===== src/rtl/core/bpa_pkg.sv =====
// bpa_pkg: shared types, field widths, command and register codes of the
// bitmap page allocator
// no dependencies
package bpa_pkg;

  localparam int ADDR_W      = 48;
  localparam int CMD_W       = 2;
  localparam int COUNT_W     = 2;
  localparam int PAGES_W     = 13;
  localparam int CFG_IDX_W   = 3;
  localparam int CFG_DATA_W  = 48;
  localparam int WORD_BITS   = 64;
  localparam int BIT_W       = 6;
  localparam int CFG_REGIONS = 2;

  // defaults for the top level parameters
  localparam int PAGE_BYTES_DEF       = 4096;
  localparam int PAGES_PER_REGION_DEF = 4096;
  localparam int REGIONS_DEF          = 2;

  // commands
  localparam logic [CMD_W-1:0] CMD_ALLOC = 2'd0;
  localparam logic [CMD_W-1:0] CMD_FREE  = 2'd1;
  localparam logic [CMD_W-1:0] CMD_MARK  = 2'd2;

  // configuration register indexes
  localparam logic [CFG_IDX_W-1:0] CFG_REGION_COUNT  = 3'd0;
  localparam logic [CFG_IDX_W-1:0] CFG_REGION0_BASE  = 3'd1;
  localparam logic [CFG_IDX_W-1:0] CFG_REGION0_PAGES = 3'd2;
  localparam logic [CFG_IDX_W-1:0] CFG_REGION1_BASE  = 3'd3;
  localparam logic [CFG_IDX_W-1:0] CFG_REGION1_PAGES = 3'd4;

  typedef struct packed {
    logic [CMD_W-1:0]  cmd;
    logic [ADDR_W-1:0] addr;
  } in_item_t;

  typedef struct packed {
    logic [ADDR_W-1:0] page_addr;
    logic              found;
  } out_item_t;

  // per-region flags from the region decoder
  typedef struct packed {
    logic [CFG_REGIONS-1:0] en;
    logic [CFG_REGIONS-1:0] hit;
  } rgn_flags_t;

endpackage


===== src/rtl/core/bpa_region_map.sv =====
// bpa_region_map: per-region limits and address decode, registered
// gives enable, hit and global bitmap index of an address in each region
// depends on bpa_pkg
module bpa_region_map #(
  parameter int PAGE_BYTES       = 4096,
  parameter int PAGES_PER_REGION = 4096,
  parameter int REGIONS          = 2,
  parameter int IDXW             = 13
) (
  input  logic                                                 clk,
  input  logic [bpa_pkg::COUNT_W-1:0]                          cfg_count,
  input  logic [bpa_pkg::CFG_REGIONS-1:0][bpa_pkg::ADDR_W-1:0]  cfg_base,
  input  logic [bpa_pkg::CFG_REGIONS-1:0][bpa_pkg::PAGES_W-1:0] cfg_pages,
  input  logic [bpa_pkg::ADDR_W-1:0]                           addr,
  output bpa_pkg::rgn_flags_t                                  flags,
  output logic [bpa_pkg::CFG_REGIONS-1:0][IDXW:0]              end_idx,
  output logic [bpa_pkg::CFG_REGIONS-1:0][IDXW-1:0]            hit_idx
);
  import bpa_pkg::*;

  localparam int EW   = IDXW + 1;
  localparam int LPB  = $clog2(PAGE_BYTES);
  localparam int NPW0 = $clog2(PAGES_PER_REGION + 1);
  localparam int NPW  = (NPW0 > PAGES_W) ? NPW0 : PAGES_W;

  for (genvar r = 0; r < CFG_REGIONS; r++) begin : g_rgn
    localparam logic [EW-1:0] START = EW'(r * PAGES_PER_REGION);

    logic [NPW-1:0]    np;
    logic [ADDR_W:0]   lim;
    logic [ADDR_W-1:0] diff;

    // page count clamped to the region size
    assign np = (NPW'(cfg_pages[r]) > NPW'(PAGES_PER_REGION)) ?
                NPW'(PAGES_PER_REGION) : NPW'(cfg_pages[r]);
    assign diff = addr - cfg_base[r];

    always_ff @(posedge clk) begin
      lim          <= {1'b0, cfg_base[r]} + ((ADDR_W + 1)'(np) << LPB);
      end_idx[r]   <= START + EW'(np);
      flags.en[r]  <= (r < REGIONS) && (cfg_count > COUNT_W'(r));
      flags.hit[r] <= flags.en[r] && (addr >= cfg_base[r]) && ({1'b0, addr} < lim);
      hit_idx[r]   <= IDXW'(START) + IDXW'(diff >> LPB);
    end
  end

endmodule


===== config.mk =====
export PLATFORM = sky130hd
export DESIGN_NAME = bpa_region_map
export DESIGN_NICKNAME = d
export VERILOG_FILES = /design/src/rtl/core/bpa_pkg.sv /design/src/rtl/core/bpa_region_map.sv
export SDC_FILE = /design/constraint.sdc
export NUM_CORES = 1
export LEC_CHECK = 0
export ABC_CLOCK_PERIOD_IN_PS = 3300
export BUFFER_PORTS_ARGS = -buffer_cell sky130_fd_sc_hd__buf_4
export CORE_ASPECT_RATIO = 1.75
export CORE_MARGIN = 5
export CORE_UTILIZATION = 56
export CTS_CLUSTER_DIAMETER = 40
export DETAILED_ROUTE_END_ITERATION = 10
export PLACE_DENSITY = 0.82
export SYNTH_ARGS = -nofsm -noshare
export SYNTH_HDL_FRONTEND = slang
export SYNTH_SLANG_ARGS = --single-unit

===== constraint.sdc =====
create_clock -name clk -period 3.3 [get_ports clk]
set_clock_uncertainty 0.1 [all_clocks]
set_input_delay 0.165 -clock clk [delete_from_list [all_inputs] [get_ports clk]]
set_output_delay 0.165 -clock clk [all_outputs]
set_load 0.01 [all_outputs]

==> results.py <==
metrics = {
    "sta": {
        "finalSetupTns_ps": 0,
        "tightest_slew_ps": 614,
        "holdWs_ps": 3.51,
        "clock.fmax_mhz": 317,
        "timing.final.crit_period_ps": 3160,
        "min_period_over_period": 0.957,
        "final-setup-viol-count": 0,
        "rsz0062_at_grt": "no",
        "relSlewSlack": 0.589,
        "slew_viol_final": 0,
        "hold_viol": 0,
    },
    "power": {
        "power_w": 0.00591,
        "power_density_nw_per_um2": 403,
        "vdd_drop_max_mv": 0.303,
        "p_leak_nw": 7.78,
    },
    "clocking": {
        "clkTransAtPathRegs_ps": 60,
        "cts_buffer_depth": 2,
        "h-tree-depth": 4,
        "numCtsBuffers": 17,
        "cts_tree": "done",
        "cts.sinks": 155,
        "cts-root-buf": "clkbuf_16",
        "clock_latency_ps": 440,
    },
    "route": {
        "vias": 10500,
        "drc": 0,
        "viasPerCell": 5.73,
        "postRouteAntennaNets": 0,
        "first_pass_iters": 5,
        "wl_per_cell_um": 19.2,
        "drtIter0Drc": 704,
        "drt-total-wl_mm": 35.3,
    },
    "logic_synthesis": {
        "yosysWarnings": 0,
        "ys_seq_area_frac": 0.289,
        "synth_top_area_frac": 0.289,
        "mappedNetlistArea_um2": 10700,
        "synth_cells": 1208,
        "yosys-top-cells-area": "dfxtp_1 (29%), ha_1 (25%), inv_1 (6.9%)",
        "syn_avg_cell_area_um2": 8.88,
        "ys_async_sr_fraction": 0,
        "syn_nets": 1599,
        "ys.flop_type": "dfxtp_1",
        "synth_edf_count": 0,
        "yosys.area.top_type": "dfxtp_1",
        "ys_ff_latch": 155,
        "synth.distinct_cells": 66,
    },
    "floorplanning": {
        "start_util": 0.564,
        "die_w_um": 115,
        "core_area_um2": 19000,
        "pin_count": 231,
        "die_y_um": 193,
        "rows": 67,
        "dieArea_um2": 22100,
    },
    "worst_setup_path": {
        "rr_worst_depth": 10,
        "path_cells": "dlygate4sd3_1 -> buf_4 -> nor2b_1 -> ha_1 -> a21o_1 -> nor3_1 -> nor3b_2 -> o41ai_4 -> a21oi_2 -> buf_4 -> nand3_1 -> xnor2_1 -> dlygate4sd3_1",
        "worstPathArrival_ps": 3380,
        "critPathKind": "input pin to register",
        "worstPathRequired_ps": 3520,
        "r2r_start": "g_rgn[1].lim[6]$_DFF_P_",
        "setup.worst_path.start_class": "input pin",
        "startpoint": "cfg_pages[9]",
        "critPathCaptureType": "register",
        "slowest_stage": "dlygate4sd3_1",
        "reg2reg_to": "flags[1]$_DFF_P_",
        "reg2reg_slack_ps": 850,
        "cpPeakStageDelay_ps": 570,
        "cp_max_fo": 9,
    },
    "global_route": {
        "gr-total-overflow": 0,
        "grt_pass1_wl_mm": 54.2,
        "grt_max_degree": 17,
        "grt_pass1_vias": 11200,
        "track_usage": 0.315,
        "antenna_found_initial": 2,
    },
    "min_path": {
        "hold_start": "cfg_pages[12]",
        "holdCritPathClass": "input pin to register",
        "holdPathStages": 2,
        "worstHoldEndpoint": "end_idx[12]$_DFF_P_",
    },
    "final_layout": {
        "nets": 1970,
        "drive_gt1_frac": 0.188,
        "syn2layout_area_growth_pct": 36.6,
        "layout_commonest_cell": "buf_4",
        "finish.instance_area_um2": 14700,
        "most-common-layout-cells": "buf_4 (235), ha_1 (216), inv_1 (196)",
    },
    "status": {
        "status": "complete, no violations",
    },
    "place": {
        "globalplace.congestion": 0.905,
        "dp.final_hpwl_mm": 26.1,
        "place_area_um2": 12700,
        "numPortBuffers": 229,
    },
    "job": {
        "maxCapViolCount": 0,
    },
}
## kinds of logic after synthesis
family          synth area share
simple gates               0.142
compound gates             0.162
fa+ha+maj                  0.256
buf+inv                   0.0738
flops                      0.289
xor+xnor                  0.0750
mux                      0.00198
other cells             0.000350
## routing by layer
layer	share of wire	vias up	routed length [um]	global-route usage
li1	-	4953	-	-
met1	0.32	4909	11200	0.271
met2	0.54	441	19000	0.601
met3	0.049	204	1720	0.0606
met4	0.098	0	3450	0.271
met5	0	-	0	0
## cells in the mapped netlist, types with 3 or more instances
master,n
a211o_1,3
a211oi_1,5
a21o_1,84
a21oi_1,86
a221oi_1,3
a31oi_1,3
and2_1,4
and3_1,9
and4_1,11
buf_2,3
clkbuf_1,7
dfxtp_1,155
ha_1,216
inv_1,196
nand2_1,39
nand2b_1,9
nand3_1,34
nand3b_1,3
nand4_1,45
nor2_1,37
nor2b_1,36
nor3_1,15
nor4_1,6
o211ai_1,5
o21a_1,7
o21ai_0,33
o21bai_1,8
o31ai_1,3
or2_2,7
xnor2_1,75
xor2_1,15
## repair_timing
item / CTS / global route
hold buffers: 127 / 0
resized for setup: 0 / 11
setup buffers: 0 / 2
setup endpoints to repair: 0 / 19
endpoints found under the hold margin: 104 / 0
## cell type report
| class | instances | area, um^2 |
|---|---|---|
| Antenna cell | 2 | 5.00 |
| Clock buffer | 21 | 450 |
| Clock inverter | 11 | 121 |
| Fill cell | 1254 | 4370 |
| Inverter | 196 | 736 |
| Multi-Input combinational cell | 845 | 6890 |
| Sequential cell | 155 | 3100 |
| Tap cell | 241 | 302 |
| Timing Repair Buffer | 364 | 3050 |
## sequential cells by signal, summed over array words and instances, names as in the netlist
name	flops
end_idx	27
flags	4
g_rgn.lim	98
hit_idx	26
## where the power goes
part	leakage (nW)	switching (W)	total, W	internal, W
clock	0.265	0.000827	0.00196	0.00113
sequential	1.30	0.0000688	0.00215	0.00208
combinational	6.21	0.000923	0.00181	0.000886
## through the flow
stage | utilization | instances | worst slack (ps)
6_report | 0.770 | 1835 | 141
2_1_floorplan | - | 1208 | 555
3_3_place_gp | 0.669 | 1671 | 140
4_1_cts | 0.766 | 1830 | 61.9
3_5_place_dp | 0.669 | 1671 | -17.3
5_1_grt | 0.770 | 1835 | 27.2
## worst max path at each step
stage	endpoint	slack (ps)	cells past startpoint
after floorplan	g_rgn[0].lim[22]$_DFF_P_	560	12
after detailed placement	g_rgn[1].lim[46]$_DFF_P_	-20	12
after CTS	g_rgn[1].lim[30]$_DFF_P_	60	12
final	g_rgn[0].lim[28]$_DFF_P_	140	13
after global routing	g_rgn[1].lim[32]$_DFF_P_	30	12
after global placement	g_rgn[1].lim[46]$_DFF_P_	140	12
## critical path, delay by kind of cell
| kind | cells | cell delay (ps) |
|---|---|---|
| buf+inv | 4 | 1470 |
| simple gates | 4 | 620 |
| compound gates | 3 | 590 |
| fa+ha+maj | 1 | 380 |
| xor+xnor | 1 | 150 |
No activity file was read; power rests on OpenSTA's default activity.
